==> config.mk <==
export PLATFORM = sky130hd
export DESIGN_NAME = pme_rank_eval
export DESIGN_NICKNAME = d
export VERILOG_FILES = /design/src/hdl/pixel_median_engine_core_macros.svh /design/src/hdl/pme_pkg.sv /design/src/hdl/pme_rank_eval.sv
export SDC_FILE = /design/constraint.sdc
export NUM_CORES = 1
export LEC_CHECK = 0
export ABC_AREA = 1
export BUFFER_PORTS_ARGS = -buffer_cell sky130_fd_sc_hd__buf_2
export CORE_ASPECT_RATIO = 1.5
export CORE_MARGIN = 2
export CORE_UTILIZATION = 50
export CTS_CLUSTER_DIAMETER = 150
export DETAILED_ROUTE_END_ITERATION = 8
export PLACE_DENSITY_LB_ADDON = 0.1
export SYNTH_ARGS = -nofsm -noshare
export SYNTH_HDL_FRONTEND = slang
export SYNTH_SLANG_ARGS = --single-unit
==> constraint.sdc <==
create_clock -name clk -period 6.49 [get_ports clk]
set_input_delay 0.649 -clock clk [delete_from_list [all_inputs] [get_ports clk]]
set_output_delay 0.649 -clock clk [all_outputs]
set_load 0.05 [all_outputs]
==> src/hdl/pixel_median_engine_core_macros.svh <==
// Assertion macros shared by the median engine RTL.
`ifndef PIXEL_MEDIAN_ENGINE_CORE_MACROS_SVH
`define PIXEL_MEDIAN_ENGINE_CORE_MACROS_SVH

`ifndef SYNTHESIS
`define PME_ASSERT_SAME(lbl, ante, cons) \
  lbl: assert property (@(posedge clk) disable iff (rst) (ante) |-> (cons)) \
    else $error("same-cycle implication failed");
`define PME_ASSERT_NEXT(lbl, ante, cons) \
  lbl: assert property (@(posedge clk) disable iff (rst) (ante) |=> (cons)) \
    else $error("next-cycle implication failed");
`else
`define PME_ASSERT_SAME(lbl, ante, cons)
`define PME_ASSERT_NEXT(lbl, ante, cons)
`endif

`endif

==> src/hdl/pme_pkg.sv <==
// Types and constants of the pixel median engine.
package pme_pkg;

  localparam int PIX_W    = 8;
  localparam int NUM_BINS = 256;
  localparam int BIN_W    = 8;

  typedef enum logic [1:0] {
    ST_COLLECT,
    ST_SCAN,
    ST_FINISH
  } pme_state_t;

  typedef struct packed {
    logic             count_en;
    logic             shift;
    logic [PIX_W-1:0] pixel;
  } pme_cell_ctrl_t;

  typedef struct packed {
    logic             clear;
    logic             step;
    logic [BIN_W-1:0] bin;
  } pme_eval_ctrl_t;

endpackage

==> src/hdl/pme_rank_eval.sv <==
// Rank evaluator at the chain end: accumulates bin counts and picks the middle values.
module pme_rank_eval
  import pme_pkg::*;
#(
  parameter int CNT_W = 13
) (
  input  logic               clk,
  input  logic               rst,
  input  pme_eval_ctrl_t     ctrl,
  input  logic [CNT_W-1:0]   total,
  input  logic [CNT_W-1:0]   count_in,
  output logic [PIX_W-1:0]   median
);

  logic [CNT_W-1:0] seen;
  logic [CNT_W-1:0] seen_next;
  logic [CNT_W-1:0] hi_rank;
  logic [CNT_W-1:0] lo_rank;
  logic             lo_found;
  logic             hi_found;
  logic [BIN_W-1:0] lo_val;
  logic [BIN_W-1:0] hi_val;
  logic [BIN_W:0]   mid_sum;

  assign hi_rank   = total >> 1;
  assign lo_rank   = total[0] ? hi_rank : (hi_rank - CNT_W'(1));
  assign seen_next = seen + count_in;

  always_ff @(posedge clk) begin
    if (rst) begin
      lo_found <= 1'b0;
      hi_found <= 1'b0;
      seen     <= '0;
    end else if (ctrl.clear) begin
      lo_found <= 1'b0;
      hi_found <= 1'b0;
      seen     <= '0;
    end else if (ctrl.step) begin
      seen <= seen_next;
      if (!lo_found && (seen_next > lo_rank)) begin
        lo_found <= 1'b1;
      end
      if (!hi_found && (seen_next > hi_rank)) begin
        hi_found <= 1'b1;
      end
    end
  end

  always_ff @(posedge clk) begin
    if (ctrl.step && !lo_found && (seen_next > lo_rank)) begin
      lo_val <= ctrl.bin;
    end
    if (ctrl.step && !hi_found && (seen_next > hi_rank)) begin
      hi_val <= ctrl.bin;
    end
  end

  assign mid_sum = {1'b0, lo_val} + {1'b0, hi_val};
  assign median  = mid_sum[BIN_W:1];

endmodule

==> results.md <==
* Layout cells sized above 1 at 0.180
* RSZ-0062 raised after global routing: no
* Drt first-iter violations at 53
* Die area at 6260 um2
* Worst-Skew Late Latency at 0.29 ns
* Setup tns final at 0 ns
* Global-route wire length before repair at around 10 mm
* Post-DP HPWL at 5.22 mm
* Die X at around 65 um
* Site Rows at 33
* Crit path launch type: input pin
* Vias in the first global route at 2467
* Share of the synthesized area in the top cell type at 0.191
* Cell taking the most area after synthesis: ha_1
* Yosys reg bits at 31
* Largest net degree at the start of global routing at 21
* IO Port Bufs at 45
* Worst-Margin Slew at between 0.6 and 0.7 ns
* CTS H-tree depth at 2
* Initial antenna violation count at 0
* CTS clk-pin slew, worst paths at 0.07 ns
* IO Pins at 46
* Height of the chip at 95.9 um
* Critical setup path kind: in2reg
* Vias per cell at 5.09
* WL final at between 6 and 7 mm
* DRT Pass-1 Iters at 4
* Nets@finish at 504
* Core area at 5450 um2
* Fmax at between 0.2 and 0.3 GHz
* Slew Limit Fails at 0
* Syn-to-layout area delta at 15.3%
* FILL cells at ~550
* Post_cts resized at 0
* Avg Inst Size Synth at around 7.6 um2
* Via count at about 2500
* Mapped cell area at 2820 um2
* Worst path arrival time at 3.66 ns
* Max-Cap Viols at 0
* DRC at 0
* Final Hold Vio Count at 0
* Sink Count at 31
* Clock Skew at 0.0124 ns
* Synth top area cells: ha_1, edfxtp_1, dfxtp_1
* Netlist cell types at 33
* Crit path capture type: register
* Total track usage at 0.217
* Final core occ at 0.596
* Main synth FF type: edfxtp_1
* Antenna Diode Count at 0
* Post-synth EDFFs at 16
* CTS tree: yes
* Peak supply drop at 0.0848 mV
* Tmin final at roughly 3.8 ns
* Root buf cell: clkbuf_8
* Final setup fails at 0
* Worst R2R Setup Slack at 2.90 ns
* HP Class: reg2reg
* YS warnings at 0
* Routed WL per cell at 12.4 um
* Final ANT Viol Nets at 0
* CTS Buffer Depth at 2
* Seq/Total Area, Yosys at 0.277
* Async set-reset flop share out of synthesis at 0
* Final period util at 0.578
* Crit-path max FO at 8
* Placer congestion estimate at between 0.8 and 0.9
* CP required at 6.40 ns
* Post-Syn Instances at between 300 and 400
* Status: complete, no violations
* Post-Syn Nets at 453
* Starting Density at 0.517
* LEAKAGE at roughly 1.8 nW
* Grt ovf at 0
* Max-slew headroom at 0.568
* Hold buffer count at CTS at 0
* Num CTS Buffers at 5
* P per Cell Area at about 220 nW/um2
* Postcts setup bufs at 0
layout by cell type, fill, tap and decap left out, types with 2 or more instances in the layout:
master and count:
nand2_2 6, dfxtp_1 15, nor3_1 2, nand2_1 64, ha_1 43, a21oi_1 26
a21o_1 3, inv_2 2, nor2_2 4, nor2_1 32, nand4_1 8, edfxtp_1 16
nor2_4 2, a21oi_2 2, inv_1 64, nor4_1 3, fa_1 2, o21ai_0 21
xor2_1 17, xnor2_1 6, nand3_1 18, nand3_2 2, clkbuf_8 6, buf_2 45
stage by stage:
stage	hold WS, ns	setup slack [ns]	power (mW)	instance area [um2]	cells
after detailed placement	0.448	2.47	0.523	3130	484
after floorplan	0.430	3.06	0.451	2820	370
after global placement	0.437	2.57	0.519	3130	484
final	0.464	2.74	0.714	3250	492
after CTS	0.459	2.74	0.719	3250	492
after global routing	0.483	2.21	0.761	3250	492
state kept, by name (all words and copies together), names as in the netlist:
name and cells:
lo_found 1, seen 13, hi_val 8, hi_found 1, lo_val 8
per-layer routing:
layer | vias to the layer above | track usage | wire [um]
li1 | 1325 | - | -
met1 | 1115 | 0.218 | 2350
met2 | 52 | 0.443 | 3400
met3 | 11 | 0.0234 | 159
met4 | 0 | 0.0781 | 181
met5 | - | 0 | 0
layout make-up:
type,instances,area (um2),share of cell area
tap,70,87.6,0.0270
sequential,31,781,0.240
multi-input combinational,270,1780,0.547
clock inverter,2,35.0,0.0108
timing repair buffer,46,233,0.0717
clock buffer,6,82.6,0.0254
inverter,67,251,0.0775
where the power goes:
part / internal, mW / total (mW) / switching [mW] / leakage (nW)
logic: 0.0944 / 0.289 / 0.195 / 1.43
clock network: 0.124 / 0.196 / 0.0719 / 0.0612
registers: 0.223 / 0.229 / 0.00565 / 0.274
kinds of logic after synthesis:
logic type               share of synthesized area
buffers and inverters                       0.0920
XOR/XNOR                                    0.0715
adder cells (fa/ha/maj)                      0.205
flip-flops                                   0.277
AND/OR/NAND/NOR                              0.241
AO/OA/AOI/OAI                                0.113
Yosys cell counts (2+ instances only):
cell type   n
a21oi_2     2
nor3_1      2
nor2_4      2
clkbuf_1    2
a21o_1      3
o21ai_0    21
nand3_2     2
xnor2_1     6
nand4_1     8
fa_1        2
inv_1      64
nor2_1     32
ha_1       43
nor2_2      4
nand2_2     6
nand3_1    18
a21oi_1    26
nand2_1    64
dfxtp_1    15
inv_2       2
xor2_1     17
nor4_1      3
edfxtp_1   16
worst max-delay path: stages:
cell and delay (ns):
buf_2 0.10, ha_1 0.34, a21oi_1 0.16, nand2_1 0.12, a21oi_1 0.22, o21ai_0 0.16
xor2_1 0.21, ha_1 0.34, nand2_1 0.07, nor2_1 0.10, o21ai_0 0.09, nand3_1 0.08
nand2_1 0.05, nand2_1 0.07, a21oi_1 0.06, o21ai_0 0.21, nand2_1 0.10, nor2_1 0.52
path summary, 6_finish.rpt:
check                   start   endpoint  cells past startpoint
hold / removal       hi_found   hi_found                      2
setup reg to reg      seen[2]  hi_val[2]                     17
hold reg to reg      hi_found   hi_found                      2
setup / recovery  count_in[2]  hi_val[2]                     18
Power figures use the tool's default switching activity.
