File: src/hdl/pixel_median_engine_core_macros.svh
// Assertion macros shared by the median engine RTL.
`ifndef PIXEL_MEDIAN_ENGINE_CORE_MACROS_SVH
`define PIXEL_MEDIAN_ENGINE_CORE_MACROS_SVH

`ifndef SYNTHESIS
`define PME_ASSERT_SAME(lbl, ante, cons) \
  lbl: assert property (@(posedge clk) disable iff (rst) (ante) |-> (cons)) \
    else $error("same-cycle implication failed");
`define PME_ASSERT_NEXT(lbl, ante, cons) \
  lbl: assert property (@(posedge clk) disable iff (rst) (ante) |=> (cons)) \
    else $error("next-cycle implication failed");
`else
`define PME_ASSERT_SAME(lbl, ante, cons)
`define PME_ASSERT_NEXT(lbl, ante, cons)
`endif

`endif

File: src/hdl/pme_pkg.sv
// Types and constants of the pixel median engine.
package pme_pkg;

  localparam int PIX_W    = 8;
  localparam int NUM_BINS = 256;
  localparam int BIN_W    = 8;

  typedef enum logic [1:0] {
    ST_COLLECT,
    ST_SCAN,
    ST_FINISH
  } pme_state_t;

  typedef struct packed {
    logic             count_en;
    logic             shift;
    logic [PIX_W-1:0] pixel;
  } pme_cell_ctrl_t;

  typedef struct packed {
    logic             clear;
    logic             step;
    logic [BIN_W-1:0] bin;
  } pme_eval_ctrl_t;

endpackage

File: src/hdl/pme_hist_cell.sv
// One histogram bin cell: counts matching pixels, shifts its count to its neighbor on scan.
module pme_hist_cell
  import pme_pkg::*;
#(
  parameter int CNT_W = 13,
  parameter int BIN   = 0
) (
  input  logic                 clk,
  input  logic                 rst,
  input  pme_cell_ctrl_t       ctrl,
  input  logic [CNT_W-1:0]     count_in,
  output logic [CNT_W-1:0]     count_out
);

  logic [CNT_W-1:0] count;

  always_ff @(posedge clk) begin
    if (rst) begin
      count <= '0;
    end else if (ctrl.shift) begin
      count <= count_in;
    end else if (ctrl.count_en && (ctrl.pixel == PIX_W'(BIN))) begin
      count <= count + CNT_W'(1);
    end
  end

  assign count_out = count;

endmodule

File: config.mk
export PLATFORM = sky130hd
export DESIGN_NAME = pme_hist_cell
export DESIGN_NICKNAME = d
export VERILOG_FILES = /design/src/hdl/pixel_median_engine_core_macros.svh /design/src/hdl/pme_pkg.sv /design/src/hdl/pme_hist_cell.sv
export SDC_FILE = /design/constraint.sdc
export NUM_CORES = 1
export LEC_CHECK = 0
export BUFFER_PORTS_ARGS = -buffer_cell sky130_fd_sc_hd__buf_2
export CAP_MARGIN = 10
export CORE_ASPECT_RATIO = 0.8
export CORE_UTILIZATION = 45
export DETAILED_ROUTE_END_ITERATION = 8
export GPL_TIMING_DRIVEN = 1
export HOLD_SLACK_MARGIN = 0.02
export PLACE_DENSITY = 0.78
export RECOVER_POWER = 100
export SYNTH_ARGS = -nofsm -noshare
export SYNTH_HDL_FRONTEND = slang
export SYNTH_SLANG_ARGS = --single-unit
File: constraint.sdc
create_clock -name clk -period 2.6 [get_ports clk]
set_input_delay 0.39 -clock clk [delete_from_list [all_inputs] [get_ports clk]]
set_output_delay 0.39 -clock clk [all_outputs]
set_load 0.01 [all_outputs]
==> out/qor.csv, run 1 <==
metric,value,unit
post-synthesis compound-gate area fraction,0.167,
Critical R2R Launch,count_out[0],
post-synthesis sequential area ratio,0.322,
top post-synthesis cells by area,"dfxtp_1, a211oi_1, xnor2_1",
final worst setup slack,0.291,ns
hold path depth,3,
worst path arrival time,2.51,ns
outcome,"complete, no violations",
setup TNS,0,ns
Syn-to-layout area delta,24.7,%
Placer Congestion,0.787,
power per cell area,444,mW/mm^2
Critical Path RT,2.80,ns
syn_area_per_cell,8.15,um^2
RSZ-0062 raised after global routing,false,
Worst Setup Path Type,reg2reg,
Row Count,13,
largest family of logic cells by synthesized area,simple AND/OR/NAND/NOR gates,
CTS tree,done,
Avg Vias per Cell,5.44,
max reg flops,13,
"count leader, synth",dfxtp_1,
mapped cell area,807,um^2
Final Non-Filler Cells,157,
nets,162,
Yosys top cell area share,0.322,
XOR/XNOR Fraction of Synth Area,0.0543,
Die H,39.9,um
Reg2Reg Capture Point,count_out[12],
worst reg2reg path depth,5,
period utilization,0.888,
max_cap viols,0,
CTS max path bufs,2,
Initial DRC Count,10,
via count,854,
initial antenna violation count,0,
cts bufs inserted,3,
PostCTS Resize Cnt,0,
Final Core Density,0.606,
predominant post-synthesis flop cell,dfxtp_1,
"top cells by count, synth","dfxtp_1, nor2_1, nand2_1, a211oi_1",
Boundary Pins,38,
Max Freq,433,MHz
Leak,0.386,nW
R2R Setup Slk,0.29,ns
max-slew violation count,0,
wire length per cell,12.4,um
postcts setup bufs,0,
clk_skew,0.000955,ns
GRT Util Overall,0.212,
Die Wd,49.3,um
slew at the pin closest to its max-slew limit,0.555,ns
initial core utilization,0.486,
area of the core,0.00166,mm^2
DRC,0,
antenna-violating nets left,0,
first-pass GRT wire length,3060,um
syn nets,125,
Worst-Skew Late Latency,0.28,ns
"FF+latch count, synth",13,
Slew HR,0.629,
Final Hold Vio Count,0,
total wire length,1950,um
Post-synth ARST share,0,
grt total ovfl,0,
crit start category,flip-flop,
vias in the first global route,712,
multiplexer area fraction after synthesis,0.0496,
DP Wirelength,1500,um
Hold Path End,count_out[7],
PortBufs,37,
CTS Hold Bufs,0,
Synth Instances,99,
CTS HTree Levels,1,
die area,0.00197,mm^2
DRT Pass-1 Iters,4,
post-synthesis cell type count,31,
HP Class,in2reg,
Max IR drop VDD,0.317,mV
crit end category,flip-flop,
share of cells above drive strength 1,0.215,
Worst Min Path Start,count_in[7],
Synthesis Warnings,0,
area share of fa/ha/maj cells after synthesis,0.0155,
dpl ws,0.179,ns
"area leader, netlist",dfxtp_1,
largest net degree at the start of global routing,22,
count of final setup violators,0,
Tmin final,2.31,ns
Simple-Gate Fraction of Synth Area,0.343,
clk root buf,clkbuf_4,
Sink Count,13,
Worst-path clk slew,0.08,ns
CP Max Fanout,6,
overall power,0.000446,W
n_diodes,0,
Placed Cells,153,
"EDFF count, synth",0,
==> final cells by class <==
cell class	count	area (um^2)
multi-input cells	76	504
repair buffers	39	176
well taps	22	27.5
clock buffers	4	26.3
inverters	3	11.3
fillers	175	653
flip-flops and latches	13	260
==> through the flow <==
step | cell area [um^2] | hold WS, ns
5_1_grt | 1010 | 0.352
6_report | 1010 | 0.337
4_1_cts | 1030 | 0.329
3_3_place_gp | 1010 | 0.496
2_1_floorplan | 807 | 0.468
3_5_place_dp | 1010 | 0.523
==> how the worst max path moves through the flow <==
stage	start	endpoint
6_report	count_out[0]	count_out[12]
5_1_grt	count_out[0]	count_out[12]
4_1_cts	count_out[0]	count_out[12]
3_5_place_dp	ctrl[0]	count_out[12]
3_3_place_gp	ctrl[0]	count_out[12]
2_1_floorplan	ctrl[0]	count_out[12]
==> critical path, cell delays in order, from the launching register on <==
cell      delay [ns]
dfxtp_1         0.43
ha_1            0.17
or4bb_1         0.46
or4_1           0.44
or4_1           0.47
a311oi_1        0.25
==> routing by layer <==
metal  vias up  routed length [um]  part of all wire  track usage
met4         0                  10            0.0051       0.0441
met1       381                 878              0.45        0.243
li1        448                   -                 -            -
met2        22                 956              0.49        0.384
met5         -                   0                 0            0
met3         3                 105             0.054       0.0775
==> where the power goes <==
| part | switching [W] | internal, W | total (W) |
|---|---|---|---|
| sequential | 0.0000190 | 0.000214 | 0.000233 |
| clock | 0.0000719 | 0.0000597 | 0.000132 |
| combinational | 0.0000428 | 0.0000389 | 0.0000818 |
==> layout by cell type (no fill, tap or decap), types with 2 or more instances in the layout <==
cell type and instances:
nand4_1 2, o211ai_1 2, nor4b_1 2, xnor2_1 5, inv_1 3, mux2i_1 4
nand2_1 8, or4bb_1 2, clkbuf_4 3, nor4_1 4, a211oi_1 6, clkbuf_1 16
nand3_1 3, nor2_1 9, or4_1 5, o21ai_0 2, and3_1 3, buf_2 24
dfxtp_1 13, or3_1 3, a311oi_1 3, o31ai_1 2, nor3_1 4
==> cell families after synthesis <==
| kind of cell | count (synthesis) |
|---|---|
| AND/OR/NAND/NOR | 48 |
| flip-flops | 13 |
| adder cells (fa/ha/maj) | 1 |
| XOR/XNOR | 5 |
| multiplexers | 4 |
| buffers and inverters | 10 |
| AO/OA/AOI/OAI | 18 |
Note: power is estimated with default switching activity, not from simulation.
==> run 2, diff against run 1 <==
CTS_CLUSTER_DIAMETER = 30   (was unset)
REMOVE_ABC_BUFFERS = 1   (was unset)
==> run 2 against run 1 <==
Compared with the run above: register-to-register slack lost 0.095 ns; utilization grew 0.075 points; die area is the same; worst setup slack lost 0.095 ns; routed wire length shrank 5.5%; critical path type unchanged; total power shrank 1.9%; critical path depth is the same; final cell count is the same; highest routed layer unchanged; sequential share of layout area is essentially flat.
==> out/qor.csv, run 2 (synthesis gave the netlist of run 1 again) <==
metric,value,unit
Worst-Skew Late Latency,0.27,ns
Max Freq,416,MHz
PostCTS Resize Cnt,0,
RSZ-0062 raised after global routing,false,
hold_ws,0.347,ns
Final Hold Vio Count,0,
Boundary Pins,38,
overall power,0.000438,W
Hold Path End,count_out[7],
"Cell Area, Placed",0.00101,mm^2
max reg flops,13,
nets,162,
Avg Vias per Cell,5.45,
power per cell area,435,mW/mm^2
CTS max path bufs,2,
Critical R2R Launch,count_out[1],
Die Wd,49.3,um
largest net degree at the start of global routing,22,
max-slew violation count,0,
Worst Min Path Start,count_in[7],
initial core utilization,0.486,
Initial DRC Count,7,
PortBufs,37,
initial antenna violation count,0,
via count,855,
CTS Hold Bufs,0,
count of final setup violators,0,
worst reg2reg path depth,5,
area of the core,0.00166,mm^2
DRT Pass-1 Iters,4,
vias in the first global route,677,
Sink Count,13,
cts bufs inserted,3,
Worst-path clk slew,0.08,ns
"delay-heaviest family, CP",simple AND/OR/NAND/NOR gates,
Leak,0.390,nW
share of cells above drive strength 1,0.222,
Die H,39.9,um
worst path arrival time,2.59,ns
crit end category,flip-flop,
Worst Setup Path Type,reg2reg,
period utilization,0.925,
total wire length,1840,um
DRC,0,
"Slowest-stage cell, CP",or4_1,
CP Max Fanout,6,
CTS HTree Levels,1,
maximum single-stage delay on the critical path,0.53,ns
Placer Congestion,0.691,
clk root buf,clkbuf_4,
most frequent cells in the layout,"buf_2, clkbuf_1, dfxtp_1, nor2_1, nand2_1",
Critical Path RT,2.79,ns
Syn-to-layout area delta,24.8,%
Final Core Density,0.607,
wire length per cell,11.7,um
HP Class,in2reg,
postcts setup bufs,0,
Reg2Reg Capture Point,count_out[12],
hold path depth,3,
DP Wirelength,1450,um
clk_skew,0.00196,ns
"commonest non-fill, non-tap cell in the layout",buf_2,
CP Cell Sequence,ha_1 > or4bb_1 > or4_1 > or4_1 > a311oi_1,
n_diodes,0,
CP dominant cell by count,or4_1,
outcome,"complete, no violations",
Tmin final,2.40,ns
Row Count,13,
crit start category,flip-flop,
"Buf+Inv Stages, Crit Path",0,
Slew HR,0.613,
antenna-violating nets left,0,
first-pass GRT wire length,3020,um
max_cap viols,0,
GRT Util Overall,0.215,
CTS tree,done,
grt total ovfl,0,
R2R Setup Slk,0.20,ns
die area,0.00197,mm^2
slew at the pin closest to its max-slew limit,0.581,ns
post-route design area,0.00101,mm^2
setup TNS,0,ns
Max IR drop VDD,0.277,mV
-- run 2: changes by cell type in the layout (fill, tap and decap cells not counted), sizes merged --
cell	before	now
buf	24	25
clkbuf	19	18
-- run 2: metrics by stage --
stage | setup slack (ns) | instances
6_report | 0.196 | 157
5_1_grt | 0.0922 | 157
4_1_cts | 0.245 | 157
3_5_place_dp | 0.106 | 153
3_3_place_gp | 0.196 | 153
2_1_floorplan | 0.215 | 92
-- run 2: area by class of cell --
cell class                      instances  area [um^2]
Clock buffer                            4         26.3
Fill cell                             179          652
Inverter                                3         11.3
Multi-Input combinational cell         76          504
Sequential cell                        13          260
Tap cell                               22         27.5
Timing Repair Buffer                   39          178
-- run 2: where the power goes --
part	switching [W]	internal, W	total, W
Sequential	0.0000175	0.000214	0.000232
Clock	0.0000638	0.0000595	0.000123
Combinational	0.0000435	0.0000395	0.0000830
-- run 2: worst max path at each step --
stage | startpoint | end | slack, ns | cells after the start
6_report | count_out[1] | count_out[12] | 0.20 | 5
5_1_grt | count_out[1] | count_out[12] | 0.09 | 5
4_1_cts | count_out[1] | count_out[12] | 0.24 | 5
3_5_place_dp | ctrl[0] | count_out[5] | 0.11 | 6
3_3_place_gp | ctrl[0] | count_out[12] | 0.20 | 5
2_1_floorplan | ctrl[0] | count_out[12] | 0.21 | 4
-- run 2: worst min-delay path: stages --
cell	delay, ns
buf_2	0.07
a31oi_1	0.07
nand2_1	0.06
-- run 2: metal layers --
layer  vias up  wire [um]  global-route usage
li1        451          -                   -
met1       384        851               0.263
met2        18        878               0.363
met3         2         99              0.0698
met4         0         15              0.0662
met5         -          0                   0
==> run 3, diff against run 2 <==
CORE_ASPECT_RATIO = 0.9   (was 0.8)
==> run 3 against run 2 <==
Compared with the run above: clock skew is 0.0014 ns lower; die area hardly changed; flip-flop and latch count stayed put; combinational power hardly changed; register-to-register slack better by 0.06 ns; global-route usage is 0.32 points higher; critical path type unchanged; largest power group unchanged.
==> out/qor.csv, run 3 (synthesis gave the netlist of run 1 again) <==
metric,value,unit
clock share of power,0.284,
Critical path origin,count_out[0],
Row Count,14,
first-pass GRT wire length,3110,um
initial antenna violation count,0,
Placer Congestion,0.791,
Max IR drop VDD,0.385,mV
clk root buf,clkbuf_4,
Worst Min Path Start,count_in[7],
Boundary Pins,38,
crit end category,flip-flop,
"commonest non-fill, non-tap cell in the layout",buf_2,
n_diodes,0,
max-slew violation count,0,
HP Class,in2reg,
via count,879,
grt total ovfl,0,
outcome,"complete, no violations",
Initial DRC Count,18,
Leak,0.387,nW
Final Hold Vio Count,0,
largest net degree at the start of global routing,22,
hold path depth,3,
clk_skew,0.000516,ns
Sink Count,13,
overall power,0.000442,W
worst path arrival time,2.53,ns
Avg Vias per Cell,5.56,
CTS HTree Levels,1,
wire length per cell,12.4,um
share of cells above drive strength 1,0.224,
cts bufs inserted,3,
Worst-path clk slew,0.08,ns
Tmin final,2.34,ns
CP Cell Sequence,ha_1 > or4bb_1 > or4_4 > or4_1 > a311oi_1,
antenna-violating nets left,0,
DRC,0,
setup TNS,0,ns
CTS max path bufs,2,
CTS tree,done,
sw frac,0.292,
Critical Path RT,2.79,ns
"Slowest-stage cell, CP",or4_4,
vias in the first global route,772,
internal power,0.000313,W
PortBufs,37,
register share of total power,0.529,
Final Core Density,0.600,
period utilization,0.900,
slew at the pin closest to its max-slew limit,0.587,ns
Max Freq,427,MHz
initial core utilization,0.480,
area of the core,0.00168,mm^2
power per cell area,438,mW/mm^2
fillcell total,178,
max_cap viols,0,
maximum single-stage delay on the critical path,0.48,ns
count of final setup violators,0,
Critical R2R Launch,count_out[0],
GRT Util Overall,0.218,
PostCTS Resize Cnt,0,
die area,0.00197,mm^2
Slew HR,0.608,
R2R Setup Slk,0.26,ns
most frequent cells in the layout,"buf_2, clkbuf_1, dfxtp_1, nor2_1, nand2_1",
postcts setup bufs,0,
Die H,42.2,um
Psw,0.000129,W
max reg flops,13,
DRT Pass-1 Iters,4,
combinational share of power,0.187,
Die Wd,46.6,um
Worst Setup Path Type,reg2reg,
crit start category,flip-flop,
Syn-to-layout area delta,25.0,%
CTS Hold Bufs,0,
CP Max Fanout,6,
nets,161,
hold_ws,0.343,ns
RSZ-0062 raised after global routing,false,
DP Wirelength,1460,um
total wire length,1960,um
worst reg2reg path depth,5,
Worst-Skew Late Latency,0.28,ns
run 3: cell types whose count changed in the layout (fill, tap and decap cells not counted):
cell / previous run / this run
buf_2: 25 / 24
or4_1: 5 / 4
or4_4: 0 / 1
run 3: final timing paths:
kind | end
setup reg to reg | count_out[12]
hold reg to reg | count_out[12]
hold / removal | count_out[7]
setup / recovery | count_out[12]
run 3: worst max-delay path: cells and delay by family, from the launching register on:
kind / cells / cell delay [ns]
flops: 1 / 0.42
simple gates: 3 / 1.42
compound gates: 1 / 0.24
fa+ha+maj: 1 / 0.17
run 3: power groups by stage:
stage | Sequential [W] | Combinational (W) | Clock [W]
after CTS | 0.000232 | 0.0000872 | 0.000129
after detailed placement | 0.000237 | 0.0000868 | 0
after floorplan | 0.000241 | 0.0000356 | 0
after global placement | 0.000237 | 0.0000837 | 0
after global routing | 0.000236 | 0.0000923 | 0.000141
final | 0.000233 | 0.0000827 | 0.000125
run 3: cell type report:
cell class	count	area [um^2]	share of cell area
multi-input cells	76	508	0.504
flip-flops and latches	13	260	0.258
repair buffers	38	173	0.171
well taps	24	30.0	0.0298
clock buffers	4	26.3	0.0261
inverters	3	11.3	0.0112
run 3: per-layer routing:
metal  GRT usage  vias up  wire length, um
met5           0        -                0
met4      0.0857        0               25
met3      0.0776        4              105
met2       0.336       29              952
met1       0.272      399              878
li1            -      447                -
run 3: stage by stage:
stage	cell area [um^2]	setup slack, ns	instances
after CTS	1030	0.250	158
after global routing	1010	0.0808	158
after detailed placement	1000	0.146	154
final	1010	0.259	158
after floorplan	779	0.215	92
after global placement	1000	0.178	154
